==> src/sv/thtk_pkg.sv <==
`timescale 1ns / 1ps
// ----------------------------------------------------------------------------
// thtk_pkg: shared types and constants for threshold top-k dropping
// item formats, kept entry, scan token, cell control and controller states
// ----------------------------------------------------------------------------
package thtk_pkg;

  // slot and count widths cover the largest store of 64 entries
  localparam int SLOT_W = 6;
  localparam int CNT_W  = 7;
  localparam int POS_W  = 10;
  localparam int MAG_W  = 32;

  // configuration register indexes
  localparam logic [1:0] REG_FILL_LIMIT = 2'd0;
  localparam logic [1:0] REG_THRESHOLD  = 2'd1;
  localparam logic [1:0] REG_DIAG_INDEX = 2'd2;

  typedef struct packed {
    logic signed [31:0] value;
    logic               last;
  } thtk_in_t;

  typedef struct packed {
    logic [POS_W-1:0] position;
    logic [MAG_W-1:0] magnitude;
    logic             valid_res;
    logic             is_last;
  } thtk_out_t;

  typedef struct packed {
    logic [MAG_W-1:0] mag;
    logic [POS_W-1:0] pos;
    logic             diag;
  } thtk_entry_t;

  // weakest-entry search token walking down the chain
  typedef struct packed {
    logic              active;
    logic              found;
    logic [MAG_W-1:0]  mag;
    logic [SLOT_W-1:0] slot;
  } thtk_tok_t;

  // broadcast control to every cell
  typedef struct packed {
    logic              wr_en;
    logic [SLOT_W-1:0] wr_slot;
    thtk_entry_t       wr_entry;
    logic              sh_en;
    logic [SLOT_W-1:0] sh_from;
    logic [CNT_W-1:0]  count;
  } thtk_ctrl_t;

  typedef enum logic [1:0] {
    ST_IDLE,
    ST_SCAN,
    ST_DRAIN
  } thtk_state_t;

endpackage

==> src/sv/thtk_cell.sv <==
`timescale 1ns / 1ps
// ----------------------------------------------------------------------------
// thtk_cell: one slot of the kept-entry chain
// holds one entry, shifts from its right neighbor and updates the scan token
// ----------------------------------------------------------------------------
module thtk_cell import thtk_pkg::*; #(
  parameter int IDX = 0
) (
  input  logic        clk,
  input  logic        rst,
  input  thtk_ctrl_t  ctrl,
  input  thtk_entry_t right_in,
  output thtk_entry_t ent,
  input  thtk_tok_t   tok_in,
  output thtk_tok_t   tok_out
);

  localparam logic [SLOT_W-1:0] MY_SLOT = SLOT_W'(IDX);

  logic      elig;
  logic      take;
  thtk_tok_t tok_next;

  always_ff @(posedge clk) begin
    if (ctrl.wr_en && ctrl.wr_slot == MY_SLOT) begin
      ent <= ctrl.wr_entry;
    end else if (ctrl.sh_en && MY_SLOT >= ctrl.sh_from) begin
      ent <= right_in;
    end
  end

  // later slot wins a tie on magnitude
  assign elig = (CNT_W'(IDX) < ctrl.count) && !ent.diag;
  assign take = tok_in.active && elig && (!tok_in.found || ent.mag <= tok_in.mag);

  always_comb begin
    tok_next        = tok_in;
    tok_next.found  = tok_in.found | take;
    tok_next.mag    = take ? ent.mag : tok_in.mag;
    tok_next.slot   = take ? MY_SLOT : tok_in.slot;
  end

  always_ff @(posedge clk) begin
    if (rst) begin
      tok_out <= '0;
    end else begin
      tok_out <= tok_next;
    end
  end

endmodule

==> config.mk <==
export PLATFORM = sky130hd
export DESIGN_NAME = thtk_cell
export DESIGN_NICKNAME = d
export VERILOG_FILES = /design/src/sv/thtk_pkg.sv /design/src/sv/thtk_cell.sv
export SDC_FILE = /design/constraint.sdc
export NUM_CORES = 1
export LEC_CHECK = 0
export ABC_CLOCK_PERIOD_IN_PS = 7290
export BUFFER_PORTS_ARGS = -buffer_cell sky130_fd_sc_hd__buf_2
export CORE_UTILIZATION = 41
export CTS_BUF_LIST = sky130_fd_sc_hd__clkbuf_16
export CTS_CLUSTER_DIAMETER = 100
export DETAILED_ROUTE_END_ITERATION = 6
export PLACE_DENSITY = 0.77
export SLEW_MARGIN = 0
export SYNTH_ARGS = -nofsm -noshare
export SYNTH_HDL_FRONTEND = slang
export SYNTH_SLANG_ARGS = --single-unit
==> constraint.sdc <==
create_clock -name clk -period 7.29 [get_ports clk]
set_input_delay 1.458 -clock clk [delete_from_list [all_inputs] [get_ports clk]]
set_output_delay 1.458 -clock clk [all_outputs]
set_load 0.01 [all_outputs]
### Yosys cells after proc, flatten, opt, wreduce, memory -nomap -nowiden

Cells that the tools add are included.
Widths: inputs -> output; s select.

| cells by class | value |
|---|---|
| reductions and logical operators | 11 |
| bitwise gates (word level) | 1 |
| mux-type cells | 3 |
| magnitude comparators | 3 |

Operators by type and width:

| kind | count |
|---|---|
| $mux 43 | 2 |
| $le 32x32->1 | 1 |
| $mux 32 | 1 |
| $lt 1x7->1 const A | 1 |
| $ge 1x6->1 const A | 1 |
| $logic_not 6->1 | 1 |
| $logic_and 1x1->1 | 5 |
| $logic_not 1->1 | 2 |
| $reduce_bool 2->1 | 1 |
| $reduce_or 2->1 | 1 |
| $logic_or 1x1->1 | 1 |
| $or 1x1->1 | 1 |

| storage, ports and cells | value |
|---|---|
| output and inout bits | 83 |
| input port bits | 149 |
| word-level logic and storage cells | 25 |
| register bits | 83 |

### Logic depth before layout (Yosys ltp)

Gate-level depths: netlist (run 1).

| logic depth | value |
|---|---|
| word-level depth | 5 |
| mapped depth | 10 |
| gate-level depth less buffers | 8 |

### Worst setup path after synthesis (run 1)

No wires, ideal clock.

| timing | value |
|---|---|
| path kind | input port to flip-flop |
| start point | in ctrl[9] in the netlist's numbering |
| end point | reg ent[0] in the netlist's numbering (enable) |
| path slack | 192 ps |
| buffers on the path | 0 |
| arrival | 6,534 ps |
| required time | 6,727 ps |
| cell stages on the path | 2 |
| cell sequence | or4b_2 > o41ai_1 |

| on the way | value |
|---|---|
| cells in the longest elaborated chain, start to end | 3 |

RTL lines:

| item | RTL line | source |
|---|---|---|
| start: declaration | thtk_cell.sv:11 | `input thtk_ctrl_t ctrl,` |
| $ge 1x6->1 | thtk_cell.sv:27 | `end else if (ctrl.sh_en && MY_SLOT >= ctrl.sh_from) begin` |
| $logic_and 1x1->1 | thtk_cell.sv:27 |  |
| $reduce_bool 2->1 (no line) | - |  |
| end signal: assignment | thtk_cell.sv:26 | `ent <= ctrl.wr_entry;` |
| end signal: assignment | thtk_cell.sv:28 | `ent <= right_in;` |
| end: declaration | thtk_cell.sv:13 | `output thtk_entry_t ent,` |

No other way between the ends.
A chain may end at the register's enable or synchronous reset.

### Worst setup path after layout (run 1)

| timing | value |
|---|---|
| start point | in tok_in[36] in the netlist's numbering |
| end point | reg tok_out[36] in the netlist's numbering |

| on the way | value |
|---|---|
| cells in the longest elaborated chain, start to end | 4 |

RTL lines:

| item | RTL line | source |
|---|---|---|
| start: declaration | thtk_cell.sv:14 | `input thtk_tok_t tok_in,` |
| $le 32x32->1 | thtk_cell.sv:34 | `assign take = tok_in.active && elig && (!tok_in.found \|\| ent.mag <= tok_in.mag);` |
| $logic_or 1x1->1 | thtk_cell.sv:34 |  |
| $logic_and 1x1->1 | thtk_cell.sv:34 |  |
| $mux 32 (*) | thtk_cell.sv:39 | `tok_next.mag = take ? ent.mag : tok_in.mag;` |
| end signal: assignment | thtk_cell.sv:47 | `tok_out <= tok_next;` |
| end: declaration | thtk_cell.sv:15 | `output thtk_tok_t tok_out` |

Mark *: on every way between the ends. The rest lies on a longest branch, timed or not.

==> flow_metrics.py, run 1 <==
metrics = {
    "floorplanning": {
        "die_w_um": 105,
        "dieHeight_um": 105,
        "top_level_ports": 232,
        "rows": 37,
        "design.die.area_sq_mm": 0.0110,
        "initial_core_util_pct": 42.2,
        "coreArea_sq_mm": 0.0103,
    },
    "routing": {
        "wl_um": 10500,
        "route.met2.wl_um": 5230,
        "vias": 3499,
        "top_layer": "met4",
        "post_drt_wl_per_cell_um": 14.2,
        "via_per_inst": 4.71,
        "first_pass_iters": 4,
        "antenna_left": 0,
        "drt_iter0_markers": 154,
        "routed-wl-met3_um": 706,
        "m1WireLength_um": 4340,
        "drc": 0,
    },
    "worst_setup_path": {
        "crit_arrival_ns": 4.33,
        "start_kind": "input pin",
        "required_ns": 7.55,
        "path_cells": "buf_2, inv_1, ha_1, nand4_1, or4_1, o21ai_1, a21oi_1, a211oi_4, buf_4, mux2i_1",
        "slowest_delay_ns": 0.69,
        "end_kind": "flop",
        "crit_type": "input pin to flop",
        "slowest_stage": "a211oi_4",
        "crit_fanout": 26,
    },
    "cts": {
        "clk_latency_ns": 0.34,
        "cts-root-buf": "clkbuf_16",
        "postCtsHoldBufs": 0,
        "post_cts_buffers": 0,
        "htreeDepth": 3,
        "cts_buffer_depth": 2,
        "cts_tree": "built",
        "cts_buffers": 9,
        "cts_sinks": 83,
        "cts_resized": 0,
        "clk_pin_slew_ns": 0.06,
    },
    "grt": {
        "grt_max_degree": 73,
        "gr-total-overflow": 0,
        "grt_pass1_wl_um": 16400,
        "first_global_vias": 3559,
        "antenna_found_initial": 0,
        "grt_usage_pct": 19.5,
    },
    "power_and_ir_drop": {
        "p_sw_mw": 0.256,
        "combPwrFrac_pct": 12.1,
        "power_frac_clock_pct": 43.7,
        "power_frac_seq_pct": 44.2,
        "power.leakage_nw": 2.85,
        "swShare_pct": 22.0,
        "irDropWorstVdd_mv": 0.0828,
        "p_per_area_mw_per_mm2": 195,
        "intPower_mw": 0.905,
    },
    "job": {
        "maxCapViolations": 0,
    },
    "synthesis": {
        "yosys-top-cells-count": "nand2b_1 (64), edfxtp_1 (43), mux2_2 (43), dfxtp_1 (40), inv_1 (34)",
        "avgSynthCellArea_sq_um": 11.6,
        "synth_edf_count": 43,
        "ys.warnings.count": 0,
        "ys_top_cells_by_area": "edfxtp_1 (30%), dfxtp_1 (18%), mux2_2 (11%)",
        "yosysTopAreaCell": "edfxtp_1",
        "async_flop_share_pct": 0,
        "syn_nets": 554,
        "yosysMostFrequentCell": "nand2b_1",
        "netlist_area_sq_mm": 0.00434,
        "yosysUniqueCellTypes": 35,
        "yosysSeqAreaShare_pct": 48.2,
        "synth.top_cell.area_share_pct": 29.7,
        "netlist_instances": 373,
        "ys_seq_elements": 83,
        "synth_ff_type": "edfxtp_1",
    },
    "place": {
        "dp_hpwl_um": 8250,
        "gp_congestion": 0.868,
        "buffer_ports.inserted": 231,
        "post_dp_cell_area_sq_mm": 0.00561,
    },
    "sta": {
        "max-slew-margin-rel_pct": 27.1,
        "setup_viol": 0,
        "finalHoldViolations": 0,
        "hold_ws_ns": 0.601,
        "period_minus_slack_ns": 4.07,
        "fin_skew_ns": 0.00784,
        "rsz0062_at_grt": "false",
        "fmax_ghz": 0.246,
        "finalSetupTns_ns": 0,
        "maxSlewViolCount": 0,
        "min_period_over_period_pct": 55.8,
        "tightest_slew_ns": 1.09,
    },
    "status": {
        "status": "finished clean",
    },
    "cells_and_area": {
        "regArea_sq_mm": 0.00209,
        "fin_area_sq_mm": 0.00594,
        "nNetsFinal": 783,
        "antennaDiodeCount": 0,
        "drive_gt1_share_pct": 48.6,
        "multi_input_area_sq_mm": 0.00204,
        "syn_to_final_growth_pct": 36.9,
        "n_fill_cell": 927,
    },
    "hold_path": {
        "hold_path_class": "flop to flop",
    },
}
-- sequential cells by signal, indices dropped and copies added, names as in the netlist --
name and cells:
ent 43, tok_out 40
-- cells in the final DEF, fill, tap and decap left out, types with 3 or more instances in the layout --
master and n:
nor2_1 3, nand2_1 8, mux2i_1 32, nand4_1 5
nor3b_1 6, buf_2 231, and4_1 4, mux2_2 43
edfxtp_1 43, nand2b_1 64, a21oi_1 15, clkbuf_16 10
ha_1 32, dfxtp_1 40, buf_4 3, o21ai_0 5
inv_1 34, nor3_1 3
-- final timing paths --
| check | from | end | slack (ns) | cells past startpoint |
|---|---|---|---|---|
| setup / recovery | tok_in[36] | tok_out[36]$_SDFF_PP0_ | 3.22 | 10 |
| hold / removal | ent[31]$_DFFE_PP_ | tok_out[26]$_SDFF_PP0_ | 0.60 | 2 |
| setup reg to reg | ent[41]$_DFFE_PP_ | tok_out[36]$_SDFF_PP0_ | 3.98 | 8 |
| hold reg to reg | ent[31]$_DFFE_PP_ | tok_out[26]$_SDFF_PP0_ | 0.60 | 2 |
-- critical path, delay by kind of cell --
family | cells | cell delay, ns
adders and majority gates | 1 | 0.30
muxes | 1 | 0.24
buffers and inverters | 3 | 0.64
and+or+nand+nor | 2 | 0.75
AOI/OAI and AO/OA | 3 | 0.92
-- layer usage --
metal	track usage [%]	up-vias
met3	5.18	20
met1	22.4	1568
met5	0	-
met2	33.9	147
met4	8.55	0
li1	-	1764
-- final cells by class --
class                           count  area share [%]
Sequential cell                    83            35.2
Multi-Input combinational cell    240            34.3
Timing Repair Buffer              234            19.8
Clock buffer                       10            4.21
Tap cell                          136            2.86
Inverter                           34            2.15
Clock inverter                      6            1.43
-- per-stage QoR --
| step | utilization (%) | power [mW] | setup slack, ns | instances |
|---|---|---|---|---|
| after floorplan | - | 0.596 | 0.192 | 373 |
| after global placement | 54.6 | 0.660 | 2.93 | 727 |
| after detailed placement | 54.6 | 0.665 | 2.86 | 727 |
| after CTS | 57.8 | 1.17 | 3.19 | 743 |
| after global routing | 57.8 | 1.21 | 3.04 | 743 |
| final | 57.8 | 1.16 | 3.22 | 743 |
-- cell families (layout without fill, tap and decap cells) --
group | count (synthesis) | count (layout) | share of synthesized area (%)
mux | 75 | 75 | 18.5
buf+inv | 50 | 284 | 5.27
fa+ha+maj | 32 | 32 | 9.22
compound gates | 30 | 30 | 4.18
simple gates | 103 | 103 | 14.6
flops | 83 | 83 | 48.2
-- power by group through the flow --
stage          clock network (mW)  registers (mW)  logic (mW)
2_1_floorplan                   0           0.533      0.0631
3_3_place_gp                    0           0.524       0.136
3_5_place_dp                    0           0.524       0.141
4_1_cts                     0.516           0.514       0.142
5_1_grt                     0.538           0.515       0.155
6_report                    0.507           0.514       0.140
No activity file was read; power rests on OpenSTA's default activity.
==> inputs of run 2 (changes only) <==
--- a/config.mk
+++ b/config.mk
@@ -5,13 +5,13 @@
 export SDC_FILE = /design/constraint.sdc
 export NUM_CORES = 1
 export LEC_CHECK = 0
-export ABC_CLOCK_PERIOD_IN_PS = 7290
+export ABC_CLOCK_PERIOD_IN_PS = 4100
 export BUFFER_PORTS_ARGS = -buffer_cell sky130_fd_sc_hd__buf_2
-export CORE_UTILIZATION = 41
+export CORE_UTILIZATION = 45
 export CTS_BUF_LIST = sky130_fd_sc_hd__clkbuf_16
 export CTS_CLUSTER_DIAMETER = 100
 export DETAILED_ROUTE_END_ITERATION = 6
-export PLACE_DENSITY = 0.77
+export PLACE_DENSITY = 0.8
 export SLEW_MARGIN = 0
 export SYNTH_ARGS = -nofsm -noshare
 export SYNTH_HDL_FRONTEND = slang
==> constraint.sdc (replaced) <==
create_clock -name clk -period 4.1 [get_ports clk]
set_input_delay 0.82 -clock clk [delete_from_list [all_inputs] [get_ports clk]]
set_output_delay 0.82 -clock clk [all_outputs]
set_load 0.01 [all_outputs]
==> flow_metrics.py, run 2 (synthesized netlist as in run 1, its figures left out) <==
metrics = {
    "status": {
        "status": "finished clean",
    },
    "cells_and_area": {
        "top_register": "ent",
        "top_regs": "ent: 43 flops, tok_out: 40 flops",
        "largest_reg_flops": 43,
        "nNetsFinal": 784,
        "syn_to_final_growth_pct": 35.9,
        "drive_gt1_share_pct": 48.5,
        "layout_common_cells": "buf_2 (231), nand2b_1 (64), mux2_2 (43), edfxtp_1 (43), dfxtp_1 (40)",
        "fin_area_sq_mm": 0.00590,
        "final_common_cell": "buf_2",
        "antennaDiodeCount": 0,
    },
    "routing": {
        "first_pass_iters": 5,
        "vias": 3594,
        "drt_iter0_markers": 56,
        "antenna_left": 0,
        "drc": 0,
        "wl_um": 11000,
        "post_drt_wl_per_cell_um": 14.9,
        "via_per_inst": 4.88,
    },
    "hold_path": {
        "hold_path_class": "flop to flop",
        "hold_start": "ent[40]$_DFFE_PP_",
    },
    "sta": {
        "fmax_ghz": 0.345,
        "period_minus_slack_ns": 2.90,
        "setup_viol": 0,
        "tightest_slew_ns": 0.868,
        "min_period_over_period_pct": 70.8,
        "max-slew-margin-rel_pct": 42.1,
        "finalSetupTns_ns": 0,
        "finalHoldViolations": 0,
        "fin_skew_ns": 0.0127,
        "maxSlewViolCount": 0,
        "rsz0062_at_grt": "false",
    },
    "worst_setup_path": {
        "crit_arrival_ns": 3.15,
        "crit_fanout": 31,
        "reg2reg_from": "ent[41]$_DFFE_PP_",
        "startpoint": "tok_in[36]",
        "required_ns": 4.34,
        "crit_type": "input pin to flop",
        "end_kind": "flop",
        "start_kind": "input pin",
    },
    "cts": {
        "clk_pin_slew_ns": 0.06,
        "htreeDepth": 3,
        "cts_tree": "built",
        "post_cts_buffers": 0,
        "cts_buffers": 9,
        "cts_sinks": 83,
        "postCtsHoldBufs": 0,
        "cts_buffer_depth": 2,
        "cts_resized": 0,
        "clk_latency_ns": 0.33,
        "cts-root-buf": "clkbuf_16",
    },
    "power_and_ir_drop": {
        "intPower_mw": 1.51,
        "power_frac_seq_pct": 46.8,
        "power_frac_clock_pct": 40.3,
        "power.leakage_nw": 2.85,
        "combPwrFrac_pct": 13.0,
        "p_sw_mw": 0.445,
        "irDropWorstVdd_mv": 0.201,
        "p_per_area_mw_per_mm2": 331,
        "swShare_pct": 22.8,
    },
    "grt": {
        "first_global_vias": 3761,
        "grt_pass1_wl_um": 17000,
        "grt_usage_pct": 21.9,
        "gr-total-overflow": 0,
        "grt_max_degree": 73,
        "antenna_found_initial": 0,
    },
    "floorplanning": {
        "coreArea_sq_mm": 0.00928,
        "top_level_ports": 232,
        "design.die.area_sq_mm": 0.0100,
        "rows": 35,
        "initial_core_util_pct": 46.8,
        "dieHeight_um": 100,
        "die_w_um": 100,
    },
    "job": {
        "maxCapViolations": 0,
    },
    "place": {
        "dp_hpwl_um": 8630,
        "buffer_ports.inserted": 231,
        "post_dp_cell_area_sq_mm": 0.00562,
        "gp_congestion": 0.785,
    },
}
run 2: cell types whose count changed in the layout (fill, tap and decap cells not counted), sizes merged:
cell	change
inv	+5
bufinv	-1
buf	+1
clkinv	-3
clkbuf	-1
run 2: path summary, 6_finish.rpt:
path,end,slack (ns),cells after the start
worst max-delay path,tok_out[22]$_SDFF_PP0_,1.20,10
worst min-delay path,tok_out[35]$_SDFF_PP0_,0.58,2
worst max register to register,tok_out[22]$_SDFF_PP0_,1.35,8
worst min register to register,tok_out[35]$_SDFF_PP0_,0.58,2
run 2: layer usage:
layer  vias up  global-route usage (%)  wire length, um
li1       1766                       -                -
met1      1665                    22.9             4180
met2       137                    41.9             5890
met3        26                    4.67              577
met4         0                    9.36              325
met5         -                       0                0
run 2: metrics by stage:
| stage | setup slack (ns) | hold slack, ns | std cells | util, % | power (mW) |
|---|---|---|---|---|---|
| floorplan | 0.672 | 0.601 | 373 | - | 1.06 |
| global placement | 0.955 | 0.565 | 721 | 60.5 | 1.17 |
| detailed placement | 0.847 | 0.569 | 721 | 60.5 | 1.19 |
| CTS | 1.17 | 0.584 | 737 | 63.6 | 1.97 |
| global route | 0.982 | 0.621 | 737 | 63.6 | 2.03 |
| finish | 1.20 | 0.576 | 737 | 63.6 | 1.95 |
run 2: critical path, cell delays in order:
cell      delay (ns)
buf_2           0.09
inv_1           0.04
ha_1            0.30
nand4_1         0.16
or4_1           0.58
o21ai_1         0.16
a21oi_1         0.08
a211oi_4        0.19
buf_4           0.46
mux2i_1         0.25
run 2: cell type report:
cell class,instances,area (sq um)
well taps,129,161
clock buffers,9,225
flip-flops and latches,83,2090
repair buffers,235,1190
multi-input cells,240,2050
inverters,34,128
fillers,821,3380
clock inverters,7,60.1
run 2: power groups by stage:
stage / Sequential [mW] / Combinational, mW / Clock, mW
2_1_floorplan: 0.947 / 0.112 / 0
3_3_place_gp: 0.931 / 0.243 / 0
3_5_place_dp: 0.932 / 0.255 / 0
4_1_cts: 0.914 / 0.256 / 0.798
5_1_grt: 0.915 / 0.282 / 0.832
6_report: 0.913 / 0.253 / 0.786
